`src/sv/srs_pkg.sv`:
```
// Shared types, constants and helper functions for the supply rail sequencer.
`default_nettype none

package srs_pkg;

    // Number of rails sequenced: 0 core, 1 DRAM, 2 1.8 V, 3 3.3 V, 4 TX.
    localparam int NUM_RAILS = 5;

    // Field widths.
    localparam int RAIL_W   = 3;
    localparam int RETRY_W  = 4;
    localparam int MV_W     = 13;
    localparam int ERR_W    = 3;
    localparam int MASK_W   = 5;
    localparam int CFG_IDX_W = 3;

    // Last rail of the power-up order, where power-down starts.
    localparam logic [RAIL_W-1:0] LAST_RAIL = RAIL_W'(NUM_RAILS - 1);

    // Reset value of the retry limit.
    localparam logic [RETRY_W-1:0] RETRY_LIMIT_RESET = RETRY_W'(10);

    // Largest error code.
    localparam logic [ERR_W-1:0] ERR_SATURATED = '1;

    // Configuration register indexes.
    localparam logic [CFG_IDX_W-1:0] CFG_RETRY_LIMIT    = 3'd0;
    localparam logic [CFG_IDX_W-1:0] CFG_DRAM_MV        = 3'd1;
    localparam logic [CFG_IDX_W-1:0] CFG_PERIPH_LOW_MV  = 3'd2;
    localparam logic [CFG_IDX_W-1:0] CFG_PERIPH_HIGH_MV = 3'd3;
    localparam logic [CFG_IDX_W-1:0] CFG_TX_MV          = 3'd4;

    // Item opcodes.
    typedef enum logic [1:0] {
        OP_POWER_UP   = 2'd0,
        OP_POWER_DOWN = 2'd1,
        OP_OUTCOME    = 2'd2,
        OP_CLEAR_ERR  = 2'd3
    } opcode_t;

    // Sequence phase, reported as sequence_status.
    typedef enum logic [1:0] {
        PH_IDLE  = 2'd0,
        PH_RUN   = 2'd1,
        PH_DONE  = 2'd2,
        PH_ABORT = 2'd3
    } phase_t;

    // Input item.
    typedef struct packed {
        logic [1:0] opcode;
        logic       attempt_ok;
    } item_t;

    // Result item.
    typedef struct packed {
        logic                attempt_request;
        logic [RAIL_W-1:0]   rail_index;
        logic                rail_enable;
        logic [RETRY_W-1:0]  attempt_number;
        logic                switch_now;
        logic [MV_W-1:0]     setpoint_mv;
        logic                status_led;
        logic                fpga_held_reset;
        logic [1:0]          sequence_status;
        logic [ERR_W-1:0]    error_code;
        logic [MASK_W-1:0]   rails_on_mask;
        logic                system_on;
    } result_t;

    // Configuration register bank as seen by the sequencing logic.
    typedef struct packed {
        logic [RETRY_W-1:0] retry_limit;
        logic [MV_W-1:0]    dram_voltage_mv;
        logic [MV_W-1:0]    periph_low_voltage_mv;
        logic [MV_W-1:0]    periph_high_voltage_mv;
        logic [MV_W-1:0]    tx_voltage_mv;
    } cfg_regs_t;

    // Setpoint programmed for a rail on power-up; the core rail has none.
    function automatic logic [MV_W-1:0] rail_setpoint(cfg_regs_t cfg,
                                                      logic [RAIL_W-1:0] rail);
        logic [MV_W-1:0] mv;
        mv = '0;
        unique case (rail)
            3'd1:    mv = cfg.dram_voltage_mv;
            3'd2:    mv = cfg.periph_low_voltage_mv;
            3'd3:    mv = cfg.periph_high_voltage_mv;
            3'd4:    mv = cfg.tx_voltage_mv;
            default: mv = '0;
        endcase
        return mv;
    endfunction

endpackage

`default_nettype wire

```
`src/sv/srs_cfg.sv`:
```
// Configuration register bank of the supply rail sequencer.
`default_nettype none

module srs_cfg
    import srs_pkg::*;
(
    input  wire logic                 clk,
    input  wire logic                 rst_n,
    input  wire logic                 cfg_valid,
    output logic                      cfg_ready,
    input  wire logic [CFG_IDX_W-1:0] cfg_index,
    input  wire logic [MV_W-1:0]      cfg_data,
    output cfg_regs_t                 regs
);

    cfg_regs_t regs_reg;
    cfg_regs_t regs_next;
    logic      write_en;

    // Writes are always taken.
    assign cfg_ready = 1'b1;
    assign write_en  = cfg_valid && cfg_ready;

    // Decode the register index; unknown indexes are dropped.
    always_comb
    begin
        regs_next = regs_reg;
        if (write_en)
        begin
            unique case (cfg_index)
                CFG_RETRY_LIMIT:    regs_next.retry_limit = cfg_data[RETRY_W-1:0];
                CFG_DRAM_MV:        regs_next.dram_voltage_mv = cfg_data;
                CFG_PERIPH_LOW_MV:  regs_next.periph_low_voltage_mv = cfg_data;
                CFG_PERIPH_HIGH_MV: regs_next.periph_high_voltage_mv = cfg_data;
                CFG_TX_MV:          regs_next.tx_voltage_mv = cfg_data;
                default:            regs_next = regs_reg;
            endcase
        end
    end

    // Register bank.
    always_ff @(posedge clk or negedge rst_n)
    begin
        if (!rst_n)
        begin
            regs_reg.retry_limit            <= RETRY_LIMIT_RESET;
            regs_reg.dram_voltage_mv        <= '0;
            regs_reg.periph_low_voltage_mv  <= '0;
            regs_reg.periph_high_voltage_mv <= '0;
            regs_reg.tx_voltage_mv          <= '0;
        end
        else
        begin
            regs_reg <= regs_next;
        end
    end

    assign regs = regs_reg;

endmodule

`default_nettype wire

```
`src/sv/srs_step.sv`:
```
// Sequencing state and the single-pass step logic that forms each result.
`default_nettype none

module srs_step
    import srs_pkg::*;
(
    input  wire logic      clk,
    input  wire logic      rst_n,
    input  wire logic      accept,
    input  wire item_t     item,
    input  wire cfg_regs_t cfg,
    output result_t        result
);

    phase_t              phase_reg, phase_next;
    logic [RAIL_W-1:0]   pos_reg, pos_next;
    logic [RETRY_W-1:0]  retry_reg, retry_next;
    logic                led_reg, led_next;
    logic [MASK_W-1:0]   flags_reg, flags_next;
    logic                sys_up_reg, sys_up_next;
    logic [ERR_W-1:0]    err_reg, err_next;
    logic                hold_reg, hold_next;
    logic                up_reg, up_next;

    logic                request;
    logic                ok;
    logic [7:0]          pos_onehot;
    logic [MASK_W-1:0]   rail_bit;
    logic [RETRY_W-1:0]  limit;
    logic [RETRY_W:0]    retry_inc;
    logic [RAIL_W:0]     pos_inc;
    logic [ERR_W-1:0]    fail_code;
    opcode_t             op;

    assign op = opcode_t'(item.opcode);

    // Helpers for the outcome of the current attempt.
    always_comb
    begin
        ok         = item.attempt_ok || (!up_reg && pos_reg == '0);
        pos_onehot = 8'd1 << pos_reg;
        rail_bit   = pos_onehot[MASK_W-1:0];
        limit      = (cfg.retry_limit == '0) ? RETRY_W'(1) : cfg.retry_limit;
        retry_inc  = {1'b0, retry_reg} + (RETRY_W+1)'(1);
        pos_inc    = {1'b0, pos_reg} + (RAIL_W+1)'(1);
        fail_code  = (pos_inc > (RAIL_W+1)'(ERR_SATURATED)) ? ERR_SATURATED
                                                            : pos_inc[ERR_W-1:0];
    end

    // Next state for one accepted item.
    always_comb
    begin
        phase_next  = phase_reg;
        pos_next    = pos_reg;
        retry_next  = retry_reg;
        led_next    = led_reg;
        flags_next  = flags_reg;
        sys_up_next = sys_up_reg;
        err_next    = err_reg;
        hold_next   = hold_reg;
        up_next     = up_reg;
        request     = 1'b0;
        if (accept)
        begin
            unique case (op)
                OP_CLEAR_ERR:
                begin
                    err_next = '0;
                end
                OP_POWER_UP, OP_POWER_DOWN:
                begin
                    if (phase_reg != PH_RUN)
                    begin
                        up_next    = (op == OP_POWER_UP);
                        phase_next = PH_RUN;
                        retry_next = '0;
                        hold_next  = 1'b1;
                        pos_next   = (op == OP_POWER_UP) ? '0 : LAST_RAIL;
                        led_next   = (op == OP_POWER_UP);
                        request    = 1'b1;
                    end
                end
                OP_OUTCOME:
                begin
                    if (phase_reg == PH_RUN)
                    begin
                        if (ok)
                        begin
                            flags_next = up_reg ? (flags_reg | rail_bit)
                                                : (flags_reg & ~rail_bit);
                            if (up_reg && pos_inc < (RAIL_W+1)'(NUM_RAILS))
                            begin
                                pos_next   = pos_inc[RAIL_W-1:0];
                                retry_next = '0;
                                led_next   = ~led_reg;
                                request    = 1'b1;
                            end
                            else if (!up_reg && pos_reg != '0)
                            begin
                                pos_next   = pos_reg - RAIL_W'(1);
                                retry_next = '0;
                                led_next   = ~led_reg;
                                request    = 1'b1;
                            end
                            else
                            begin
                                phase_next  = PH_DONE;
                                led_next    = up_reg;
                                sys_up_next = up_reg;
                                if (up_reg)
                                begin
                                    hold_next = 1'b0;
                                end
                            end
                        end
                        else if (retry_inc >= {1'b0, limit})
                        begin
                            if (up_reg || err_reg == '0)
                            begin
                                err_next = fail_code;
                            end
                            phase_next = PH_ABORT;
                        end
                        else
                        begin
                            retry_next = retry_inc[RETRY_W-1:0];
                            request    = 1'b1;
                        end
                    end
                end
                default:
                begin
                    phase_next = phase_reg;
                end
            endcase
        end
    end

    // Result built from the state this item leaves behind.
    always_comb
    begin
        result.attempt_request = request;
        result.rail_index      = request ? pos_next : '0;
        result.rail_enable     = request && up_next;
        result.attempt_number  = request ? retry_next : '0;
        result.switch_now      = request && ((pos_next != '0) || (retry_next == '0));
        result.setpoint_mv     = (request && up_next) ? rail_setpoint(cfg, pos_next) : '0;
        result.status_led      = led_next;
        result.fpga_held_reset = hold_next;
        result.sequence_status = phase_next;
        result.error_code      = err_next;
        result.rails_on_mask   = flags_next;
        result.system_on       = sys_up_next;
    end

    // Sequencing state registers.
    always_ff @(posedge clk or negedge rst_n)
    begin
        if (!rst_n)
        begin
            phase_reg  <= PH_IDLE;
            pos_reg    <= '0;
            retry_reg  <= '0;
            led_reg    <= 1'b0;
            flags_reg  <= '0;
            sys_up_reg <= 1'b0;
            err_reg    <= '0;
            hold_reg   <= 1'b1;
            up_reg     <= 1'b0;
        end
        else
        begin
            phase_reg  <= phase_next;
            pos_reg    <= pos_next;
            retry_reg  <= retry_next;
            led_reg    <= led_next;
            flags_reg  <= flags_next;
            sys_up_reg <= sys_up_next;
            err_reg    <= err_next;
            hold_reg   <= hold_next;
            up_reg     <= up_next;
        end
    end

endmodule

`default_nettype wire

```
`src/sv/srs_outq.sv`:
```
// Two-entry result queue that parts the input side from the result side.
`default_nettype none

module srs_outq
    import srs_pkg::*;
(
    input  wire logic    clk,
    input  wire logic    rst_n,
    input  wire logic    push,
    input  wire result_t push_data,
    output logic         not_full,
    output logic         result_valid,
    input  wire logic    result_ready,
    output result_t      result
);

    result_t    slot_reg [2];
    logic       wr_ptr_reg, wr_ptr_next;
    logic       rd_ptr_reg, rd_ptr_next;
    logic [1:0] count_reg, count_next;
    logic       pop;

    // Queue occupancy and pointers.
    always_comb
    begin
        not_full     = (count_reg != 2'd2);
        result_valid = (count_reg != 2'd0);
        result       = slot_reg[rd_ptr_reg];
        pop          = result_valid && result_ready;
        wr_ptr_next  = push ? ~wr_ptr_reg : wr_ptr_reg;
        rd_ptr_next  = pop ? ~rd_ptr_reg : rd_ptr_reg;
        count_next   = count_reg + 2'(push) - 2'(pop);
    end

    always_ff @(posedge clk or negedge rst_n)
    begin
        if (!rst_n)
        begin
            wr_ptr_reg <= 1'b0;
            rd_ptr_reg <= 1'b0;
            count_reg  <= 2'd0;
        end
        else
        begin
            wr_ptr_reg <= wr_ptr_next;
            rd_ptr_reg <= rd_ptr_next;
            count_reg  <= count_next;
        end
    end

    // Result storage.
    always_ff @(posedge clk)
    begin
        if (push)
        begin
            slot_reg[wr_ptr_reg] <= push_data;
        end
    end

endmodule

`default_nettype wire

```
`src/sv/supply_rail_sequencer.sv`:
```
// Top level of the supply rail sequencer: configuration, step logic and result queue.
//
// Every accepted item (start power-up, start power-down, attempt outcome or clear error)
// produces exactly one result item, written into a two-entry result queue at the edge
// that accepts it, and is offered once earlier results are taken. An item is taken in
// every cycle as long as the queue has a free entry; the queue depth of two sets how far
// the input may run ahead of a stalled result side. Configuration writes are taken at
// once and must only be issued while the sequencer is idle.
`default_nettype none

module supply_rail_sequencer
    import srs_pkg::*;
(
    input  wire logic                 clk,
    input  wire logic                 rst_n,
    input  wire logic                 item_valid,
    output logic                      item_ready,
    input  wire item_t                item,
    output logic                      result_valid,
    input  wire logic                 result_ready,
    output result_t                   result,
    input  wire logic                 cfg_valid,
    output logic                      cfg_ready,
    input  wire logic [CFG_IDX_W-1:0] cfg_index,
    input  wire logic [MV_W-1:0]      cfg_data
);

    cfg_regs_t cfg;
    result_t   step_result;
    logic      accept;
    logic      not_full;

    assign item_ready = not_full;
    assign accept     = item_valid && item_ready;

    // Configuration registers.
    srs_cfg u_cfg (
        .clk       (clk),
        .rst_n     (rst_n),
        .cfg_valid (cfg_valid),
        .cfg_ready (cfg_ready),
        .cfg_index (cfg_index),
        .cfg_data  (cfg_data),
        .regs      (cfg)
    );

    // Sequencing state and step logic.
    srs_step u_step (
        .clk    (clk),
        .rst_n  (rst_n),
        .accept (accept),
        .item   (item),
        .cfg    (cfg),
        .result (step_result)
    );

    // Result queue.
    srs_outq u_outq (
        .clk          (clk),
        .rst_n        (rst_n),
        .push         (accept),
        .push_data    (step_result),
        .not_full     (not_full),
        .result_valid (result_valid),
        .result_ready (result_ready),
        .result       (result)
    );

    // An accepted item always leaves a result waiting in the next cycle.
    assert property (@(posedge clk) disable iff (!rst_n)
        accept |=> result_valid)
    else $error("accepted item produced no result");

    // Attempt fields are zero when no attempt is requested.
    assert property (@(posedge clk) disable iff (!rst_n)
        (result_valid && !result.attempt_request) |->
        (result.rail_index == '0 && !result.rail_enable && result.attempt_number == '0
         && !result.switch_now && result.setpoint_mv == '0))
    else $error("attempt fields set without an attempt request");

    // FPGA reset is only released once the system is up.
    assert property (@(posedge clk) disable iff (!rst_n)
        (result_valid && !result.fpga_held_reset) |-> result.system_on)
    else $error("FPGA reset released while system is not up");

endmodule

`default_nettype wire
```
`config.mk`:
```
export PLATFORM = sky130hd
export DESIGN_NAME = supply_rail_sequencer
export DESIGN_NICKNAME = d
export VERILOG_FILES = /design/src/sv/srs_pkg.sv /design/src/sv/srs_cfg.sv /design/src/sv/srs_step.sv /design/src/sv/srs_outq.sv /design/src/sv/supply_rail_sequencer.sv
export SDC_FILE = /design/constraint.sdc
export NUM_CORES = 1
export LEC_CHECK = 0
export BUFFER_PORTS_ARGS = -buffer_cell sky130_fd_sc_hd__buf_2
export CAP_MARGIN = 20
export CORE_AREA = 8 8 129 131
export CTS_CLUSTER_DIAMETER = 60
export DETAILED_ROUTE_END_ITERATION = 10
export DIE_AREA = 0 0 137 139
export PLACE_DENSITY = 0.67
export SLEW_MARGIN = 0
export SYNTH_ARGS = -nofsm -noshare
export SYNTH_HDL_FRONTEND = slang
export SYNTH_SLANG_ARGS = --single-unit
```
`constraint.sdc`:
```
create_clock -name clk -period 3.56 [get_ports clk]
set_input_delay 0.356 -clock clk [delete_from_list [all_inputs] [get_ports clk]]
set_output_delay 0.356 -clock clk [all_outputs]
set_load 0.1 [all_outputs]
```
==> impl_metrics.csv, run 1 <==
group,metric,value,unit
timing,setup_tns,0,ps
worst_setup_path,timing_worst_setup_path_type,"reg -> reg",
finish,seqCellArea,4190,µm²
yosys,ys_ff_latch,153,
yosys,synth-adder-area-share,2.33,%
worst_setup_path,rr_startpoint,"u_step.pos_reg[0]",
timing,drv_slew,0,
yosys,synth_nets,545,
yosys,netlist_area,6980,µm²
worst_setup_path,r2r_end,"u_outq.slot_reg[0][21]",
place,dp.cells,748,
finish,multi_input_area,2590,µm²
floorplan,die_y,139,µm
place,dp_hpwl,10.1,mm
grt,grt_pass1_vias,4567,
floorplan,die_area,19000,µm²
floorplan,die_width,137,µm
timing,finClkSkew,12.4,ps
detailed_routing,drc,0,
yosys,synth_area_leaders,"edfxtp_1, dfrtp_1, mux2_2, ha_1, o22ai_2",
yosys,synth-compound-area-share,8.96,%
power,power_density,982,nW/µm²
floorplan,ioPinCount,63,
yosys,ys_warn_count,0,
place,gp_congestion,0.823,
grt,grt_pass1_wl,24.2,mm
finish,fillCellCount,1249,
floorplan,rows,45,
yosys,yosys_most_used_dff,"dfrtp_1",
clock_network,cts.root.buffer_cell,"clkbuf_16",
timing,relSlewSlack,37.7,%
detailed_routing,via_count,4348,
timing,finalHoldViolCount,0,
timing,timing.final.ws_setup,224,ps
grt,gr-total-overflow,0,
outcome,outcome,"finished clean",
finish,syn_to_final_growth,16.9,%
grt,antenna_found_initial,1,
worst_setup_path,required,3800,ps
finish,fin_cells,781,
place,io_buffers,61,
yosys,synth_common_cells,"mux2_2, dfrtp_1, edfxtp_1",
yosys,synth.top_cell.area_share,31.0,%
detailed_routing,drt-wirelength-per-cell,18.9,µm
timing,rsz0062_at_grt,"false",
power,p_leak,3.35,nW
worst_setup_path,r2r_setup_slack,220,ps
power,peakVddDrop,0.000433,V
power,finalPower,8.02,mW
clock_network,cts.sinks,153,
detailed_routing,first_iter_violations,326,
detailed_routing,ant_nets,0,
yosys,async_reset_ff_share,52.9,%
floorplan,initial_utilization,47.3,%
finish,drive_gt1_share,39.5,%
grt,grt_util_all_layers,16.3,%
run,drv_cap,0,
worst_setup_path,cp-endpoint,"u_outq.slot_reg[0][21]",
clock_network,clk_path_buf_depth,2,
clock_network,cts_htree_levels,4,
place,placed_area,7530,µm²
floorplan,core,14800,µm²
detailed_routing,drt_pass1_iterations,4,
worst_setup_path,crit_path_start_kind,"flop",
detailed_routing,viasPerCell,5.57,
finish,final_cell_area,8170,µm²
yosys,synth_top_family_by_area,"multiplexers",
timing,setup_viol,0,
worst_setup_path,crit_start,"u_step.pos_reg[0]",
yosys,syn_area_per_cell,13.7,µm²
worst_setup_path,worst-endpoint-arrival,3570,ps
hold_path,worstHoldPathType,"in -> reg",
hold_path,hold_depth,2,
worst_setup_path,reg2reg_depth,10,
timing,min_period,3340,ps
yosys,synth_edf_count,72,
yosys,synth-simple-area-share,8.37,%
yosys,synth_xor_area_share,0.752,%
worst_setup_path,critPathMaxFanout,13,
grt,grt_start_max_net_pins,82,
finish,diodes,0,
clock_network,cts_resized,0,
worst_setup_path,end_kind,"flop",
timing,max_freq,300,MHz
yosys,synth.distinct_cells,66,
place,pre_cts_slack,282,ps
finish,largest_reg_flops,72,
clock_network,cts.clk_slew.worst_paths,60,ps
yosys,ys_seq_area_share,60.0,%
timing,finalCritPeriodShare,93.7,%
clock_network,cts_tree,"built",
timing,tightestPinTransition,935,ps
yosys,synth_mux_area_share,16.4,%
clock_network,clkLatencyLatePin,420,ps
clock_network,cts_buffers,17,
yosys,syn_inst,508,
yosys,synth_largest_area_cell,"edfxtp_1",
finish,nets,618,
detailed_routing,wirelength,14.8,mm
yosys,yosys.cell_count.top_type,"mux2_2",
cells by family (layout without fill, tap and decap cells):
family / Yosys count / after routing
buf+inv: 45 / 130
fa+ha+maj: 13 / 13
compound gates: 81 / 81
simple gates: 106 / 106
other cells: 1 / 1
mux: 103 / 103
xor+xnor: 6 / 6
flops: 153 / 153
cells in the final DEF, fill, tap and decap left out, types with 3 or more instances in the layout:
cell and count:
a211o_1 4, a21o_1 4, a21oi_1 13, a22oi_1 9, a2bb2oi_1 3, a31oi_1 5
and2_1 4, and3_1 6, buf_2 60, buf_4 17, clkbuf_16 18, clkinv_4 3
dfrtp_1 78, dfstp_2 3, edfxtp_1 72, ha_1 13, inv_1 17, inv_6 4
mux2_2 94, mux2i_1 9, nand2_1 27, nand2b_1 4, nand3_1 5, nand4_1 3
nor2_1 22, nor2b_1 8, nor3_1 4, nor3b_1 6, o21ai_0 4, o21ai_1 6
o22ai_1 5, o22ai_2 9, xnor2_1 4
timing repair:
item	in CTS	in global routing
endpoints found under the hold margin	0	24
hold buffers	0	1
buffers inserted	0	0
worst max-delay path, stage by stage, from the launching register on:
cell	delay (ps)
dfrtp_1	470
ha_1	280
ha_1	330
or3b_1	410
nand4_2	160
a2bb2oi_1	170
and2_1	530
buf_4	300
nand2_1	70
a211o_1	250
a21oi_1	190
worst min path at each step:
| stage | start | to | slack [ps] |
|---|---|---|---|
| 2_1_floorplan | rst_n | u_cfg.regs[0] | 60 |
| 3_3_place_gp | u_cfg.regs[3] | u_cfg.regs[3] | 480 |
| 3_5_place_dp | u_cfg.regs[3] | u_cfg.regs[3] | 490 |
| 4_1_cts | rst_n | u_cfg.regs[22] | 160 |
| 5_1_grt | cfg_data[6] | u_cfg.regs[45] | 200 |
| 6_report | cfg_data[6] | u_cfg.regs[32] | 200 |
report_power, final:
part | switching [mW] | total, mW | internal [mW]
Sequential | 0.209 | 2.60 | 2.39
Combinational | 2.69 | 3.62 | 0.935
Clock | 0.702 | 1.80 | 1.10
Total | 3.60 | 8.02 | 4.42
per-layer routing:
metal  up-vias  GRT usage, %  part of all wire [%]
li1       2029             -                     -
met1      2204          20.2                    43
met2        90          26.7                    51
met3        23          4.13                   3.7
met4         2          6.29                   2.0
met5         -             0                 0.054
area by class of cell:
class,instances,area share (%)
Inverter,20,0.981
Tap cell,188,2.88
Multi-Input combinational cell,310,31.7
Clock inverter,12,1.67
Sequential cell,153,51.3
Clock buffer,19,5.68
Timing Repair Buffer,79,5.70
per-stage QoR:
| stage | hold WS, ps | utilization, % |
|---|---|---|
| after floorplan | 60.4 | - |
| after global placement | 482 | 51.0 |
| after detailed placement | 488 | 51.0 |
| after CTS | 158 | 55.1 |
| after global routing | 196 | 55.4 |
| final | 204 | 55.4 |
Power figures use the tool's default switching activity.
==> run 2, diff against run 1 <==
- REMOVE_ABC_BUFFERS: not set -> 1
==> impl_metrics.csv, run 2 (synthesis results as in run 1) <==
group,metric,value,unit
place,gp_congestion,0.863,
detailed_routing,ant_nets,0,
clock_network,clk_path_buf_depth,2,
finish,drive_gt1_share,38.7,%
clock_network,cts_setup_buffers,0,
detailed_routing,drt_pass1_iterations,4,
power,power_density,972,nW/µm²
worst_setup_path,end_kind,"flop",
timing,hold_slack,187,ps
floorplan,initial_utilization,47.3,%
clock_network,cts.clk_slew.worst_paths,60,ps
clock_network,cts.sinks,153,
worst_setup_path,critPathMaxFanout,9,
grt,antenna_found_initial,1,
power,peakVddDrop,0.000442,V
grt,gr-total-overflow,0,
detailed_routing,wirelength,14.6,mm
hold_path,worstHoldPathType,"in -> reg",
place,dp.cells,746,
finish,final_cell_mix,"mux2_2, dfrtp_1, edfxtp_1",
finish,largest_reg_flops,72,
timing,finalCritPeriodShare,88.9,%
grt,grt_pass1_vias,4695,
timing,setup_viol,0,
timing,min_period,3160,ps
detailed_routing,drt-wirelength-per-cell,18.7,µm
clock_network,cts_buffers,17,
detailed_routing,viasPerCell,5.52,
timing,max_freq,316,MHz
clock_network,cts-hold-fix-buffers,0,
floorplan,die_y,139,µm
floorplan,core,14800,µm²
timing,tightestPinTransition,919,ps
finish,syn_to_final_growth,16.4,%
worst_setup_path,worst-endpoint-arrival,3420,ps
timing,drv_slew,0,
worst_setup_path,crit_chain,"inv_1 -> a31o_2 -> ha_1 -> nand2b_1 -> a21oi_1 -> o21ai_1 -> o21ai_1 -> a31oi_2 -> or3_1 -> buf_4 -> o22ai_2",
clock_network,cts.root.buffer_cell,"clkbuf_16",
timing,finalHoldViolCount,0,
floorplan,ioPinCount,63,
detailed_routing,via_count,4306,
finish,diodes,0,
clock_network,cts_tree,"built",
finish,nets,616,
timing,relSlewSlack,38.7,%
timing,finClkSkew,9.34,ps
finish,finish.utilization,55.1,%
floorplan,die_width,137,µm
worst_setup_path,crit_path_start_kind,"flop",
run,drv_cap,0,
timing,setup_tns,0,ps
power,p_leak,3.33,nW
detailed_routing,drc,0,
floorplan,die_area,19000,µm²
worst_setup_path,timing_worst_setup_path_type,"reg -> reg",
clock_network,cts_resized,0,
finish,fin_cells,780,
grt,grt_util_all_layers,16.3,%
floorplan,rows,45,
place,io_buffers,61,
clock_network,cts_htree_levels,4,
outcome,outcome,"finished clean",
finish,final_common_cell,"mux2_2",
worst_setup_path,cpMostUsedCell,"o21ai_1",
timing,rsz0062_at_grt,"false",
clock_network,clkLatencyLatePin,420,ps
worst_setup_path,required,3810,ps
grt,grt_pass1_wl,24.2,mm
worst_setup_path,cpMaxStageDelayCell,"dfstp_2",
detailed_routing,first_iter_violations,351,
worst_setup_path,crit_path_max_incr_delay,520,ps
place,dp_hpwl,10.0,mm
power,finalPower,7.90,mW
grt,grt_start_max_net_pins,82,
-- run 2: cell types whose count changed in the layout (fill, tap and decap cells not counted) --
| cell | before | now |
|---|---|---|
| clkbuf_1 | 0 | 4 |
| inv_4 | 1 | 2 |
| buf_4 | 17 | 13 |
| buf_16 | 1 | 2 |
| bufinv_16 | 2 | 0 |
| inv_6 | 4 | 3 |
| buf_12 | 0 | 1 |
| clkinv_4 | 3 | 2 |
-- run 2: path summary, 6_finish.rpt --
| kind | startpoint | end | slack, ps | depth (start not counted) |
|---|---|---|---|---|
| worst max register to register | u_cfg.regs[55] | u_outq.slot_reg[0][22] | 400 | 11 |
| worst max-delay path | u_cfg.regs[55] | u_outq.slot_reg[0][22] | 400 | 11 |
| worst min-delay path | cfg_data[1] | u_cfg.regs[53] | 190 | 3 |
| min in group asynchronous | rst_n | u_cfg.regs[15] | 360 | 2 |
| worst min register to register | u_cfg.regs[10] | u_cfg.regs[10] | 500 | 1 |
| max in group asynchronous | rst_n | u_step.hold_reg | 2570 | 3 |
-- run 2: layout make-up --
class | count | area [µm²]
fill | 1229 | 6630
multi-input combinational | 310 | 2590
tap | 188 | 235
inverter | 20 | 80.1
sequential | 153 | 4190
clock inverter | 9 | 65.1
clock buffer | 23 | 479
timing repair buffer | 77 | 483
-- run 2: through the flow --
stage / worst slack, ps / area, µm²
2_1_floorplan: 436 / 6850
3_3_place_gp: 493 / 7520
3_5_place_dp: 453 / 7540
4_1_cts: 417 / 8090
5_1_grt: 214 / 8130
6_report: 396 / 8130
-- run 2: routing by layer --
layer,up-vias,global-route usage [%],share of wire [%]
li1,2032,-,-
met1,2155,19.6,42
met2,94,26.9,51
met3,23,4.78,4.6
met4,2,6.18,1.9
met5,-,0,0.089
-- run 2: power breakdown --
part	internal [mW]	total, mW	switching, mW
logic	0.956	3.60	2.64
clock network	0.955	1.65	0.692
registers	2.39	2.65	0.262
-- run 2: critical path, delay by kind of cell, from the launching register on --
family          cells  cell delay [ps]
fa+ha+maj           1              280
buf+inv             2              260
compound gates      6             1400
simple gates        2              540
flops               1              520
==> run 3, diff against run 2 <==
- ABC_AREA: not set -> 1
- CORE_AREA: 8 8 129 131 -> 8 8 130 132
- DIE_AREA: 0 0 137 139 -> 0 0 138 140
- SETUP_SLACK_MARGIN: not set -> 0.02
==> impl_metrics.csv, run 3 <==
group,metric,value,unit
run,drv_cap,0,
finish,fillCellCount,1337,
yosys,ys_warn_count,0,
yosys,synth_xor_area_share,0.611,%
grt,gr-total-overflow,0,
yosys,synth_largest_area_cell,"edfxtp_1",
timing,setup_viol,0,
timing,drv_slew,0,
detailed_routing,drt_pass1_iterations,5,
timing,min_period,2870,ps
yosys,synth_mux_area_share,0.559,%
grt,grt_pass1_vias,5216,
yosys,syn_inst,780,
detailed_routing,wirelength,15.9,mm
timing,relSlewSlack,37.4,%
timing,finClkSkew,11.0,ps
clock_network,cts_buffers,17,
place,dp_hpwl,10.6,mm
grt,gr-usage-met3,3.96,%
worst_setup_path,required,3820,ps
floorplan,initial_utilization,48.2,%
clock_network,cts_setup_buffers,0,
finish,nets,877,
finish,syn_to_final_growth,14.8,%
yosys,synth-simple-area-share,24.7,%
detailed_routing,drt-wirelength-per-cell,15.3,µm
clock_network,cts.clk_slew.worst_paths,60,ps
finish,final_cell_mix,"nand2_1, dfrtp_1, edfxtp_1",
clock_network,cts_tree,"built",
timing,timing.final.ws_setup,692,ps
timing,rsz0062_at_grt,"false",
grt,grtUsageMet1,21.6,%
clock_network,cts.root.buffer_cell,"clkbuf_16",
worst_setup_path,worst-endpoint-arrival,3130,ps
place,io_buffers,61,
yosys,synth.top_cell.area_share,30.2,%
yosys,synth-adder-area-share,2.27,%
floorplan,core,14900,µm²
outcome,outcome,"finished clean",
yosys,yosys_most_used_dff,"dfrtp_1",
place,pre_cts_slack,720,ps
yosys,synth_common_cells,"nand2_1, dfrtp_1, edfxtp_1",
worst_setup_path,critPathMaxFanout,19,
floorplan,die_area,19300,µm²
yosys,synth_area_leaders,"edfxtp_1, dfrtp_1, nand2_1, o21ai_0, nand3_1",
floorplan,die_y,140,µm
yosys,synth_edf_count,72,
clock_network,clkLatencyLatePin,430,ps
grt,grt-busiest-layer,"met2",
place,gp_congestion,0.903,
timing,max_freq,349,MHz
yosys,ys_seq_area_share,58.5,%
detailed_routing,first_iter_violations,437,
worst_setup_path,r2r_setup_slack,690,ps
worst_setup_path,crit_path_start_kind,"flop",
clock_network,clk_path_buf_depth,2,
hold_path,worstHoldPathType,"in -> reg",
grt,grt_start_max_net_pins,82,
yosys,synth.distinct_cells,42,
yosys,ys_ff_latch,153,
detailed_routing,viasPerCell,5.07,
worst_setup_path,end_kind,"flop",
timing,tightestPinTransition,936,ps
yosys,yosys.cell_count.top_type,"nand2_1",
yosys,netlist_area,7170,µm²
timing,finalHoldViolCount,0,
yosys,synth_top_family_by_area,"simple AND/OR/NAND/NOR gates",
clock_network,cts.sinks,153,
finish,drive_gt1_share,17.9,%
detailed_routing,ant_nets,0,
grt,antenna_found_initial,0,
grt,grt_pass1_wl,26.6,mm
clock_network,cts_htree_levels,4,
floorplan,die_width,138,µm
timing,finalCritPeriodShare,80.6,%
timing,setup_tns,0,ps
yosys,synth-compound-area-share,7.75,%
yosys,syn_area_per_cell,9.19,µm²
finish,final_common_cell,"nand2_1",
grt,use_met2,27.2,%
floorplan,ioPinCount,63,
detailed_routing,via_count,5282,
yosys,async_reset_ff_share,52.9,%
finish,diodes,0,
worst_setup_path,timing_worst_setup_path_type,"reg -> reg",
detailed_routing,drc,0,
floorplan,rows,45,
finish,largest_reg_flops,72,
grt,grt_util_all_layers,16.9,%
[run 3: changes by cell type after synthesis, sizes merged, moves of 8 or more]
cell   change
a22oi      -8
inv       +46
mux2      -94
nand2    +263
nand3     +47
nor2      +40
nor2b      -9
o21ai     +58
o22ai     -11
[run 3: layer usage]
metal  vias up  share of wire (%)
met4         0                1.9
li1       2651                  -
met1      2477                 47
met3        25                4.5
met5         -                  0
met2       129                 47
[run 3: area by class of cell]
| class | count | area (µm²) | share of cell area, % |
|---|---|---|---|
| clock buffer | 21 | 482 | 5.85 |
| clock inverter | 11 | 81.3 | 0.988 |
| inverter | 66 | 250 | 3.04 |
| multi-input combinational | 534 | 2590 | 31.5 |
| sequential | 153 | 4190 | 50.9 |
| tap | 188 | 235 | 2.86 |
| timing repair buffer | 68 | 395 | 4.80 |
[run 3: path summary, 6_finish.rpt]
kind,end,cells after the start,startpoint
max in group asynchronous,u_cfg.regs[53],3,rst_n
max,u_outq.slot_reg[1][18],14,u_step.pos_reg[1]
max reg2reg,u_outq.slot_reg[1][18],14,u_step.pos_reg[1]
min,u_outq.rd_ptr_reg,3,result_ready
min reg2reg,u_cfg.regs[47],2,u_cfg.regs[47]
min in group asynchronous,u_step.flags_reg[2],2,rst_n
[run 3: timing repair]
item,CTS,global route
hold buffers,0,1
hold endpoints to repair,0,11
setup endpoints to repair,0,0
gates resized for setup,0,0
[run 3: stage by stage]
step | instance area, µm² | util (%) | hold WS, ps | cells
2_1_floorplan | 7020 | - | 60.4 | 753
3_3_place_gp | 7630 | 51.3 | 466 | 1007
3_5_place_dp | 7630 | 51.3 | 474 | 1007
4_1_cts | 8190 | 55.1 | 169 | 1039
5_1_grt | 8230 | 55.4 | 218 | 1041
6_report | 8230 | 55.4 | 216 | 1041
[run 3: worst max-delay path: stages (launching register included)]
cell     delay (ps)
dfrtp_1         440
inv_1           190
ha_1            300
nand3_2         150
nand2_4         130
nand2_4          70
nor2_1          100
nand3_1          80
nand3_1          70
nand2_1          80
nand2_4         240
inv_2           200
nand2_2         110
nand3_2         270
nor2_1          240
[run 3: logic make-up (layout without fill, tap and decap cells)]
family                   after synthesis  after routing
AO/OA/AOI/OAI                         97             97
XOR/XNOR                               5              5
adder cells (fa/ha/maj)               13             13
buffers and inverters                 93            166
flip-flops                           153            153
multiplexers                           4              4
other                                  1              1
AND/OR/NAND/NOR                      414            414
Power of run 3 is not shown: default switching activity piles up to over one toggle a cycle in this logic, so the estimate is an artifact.
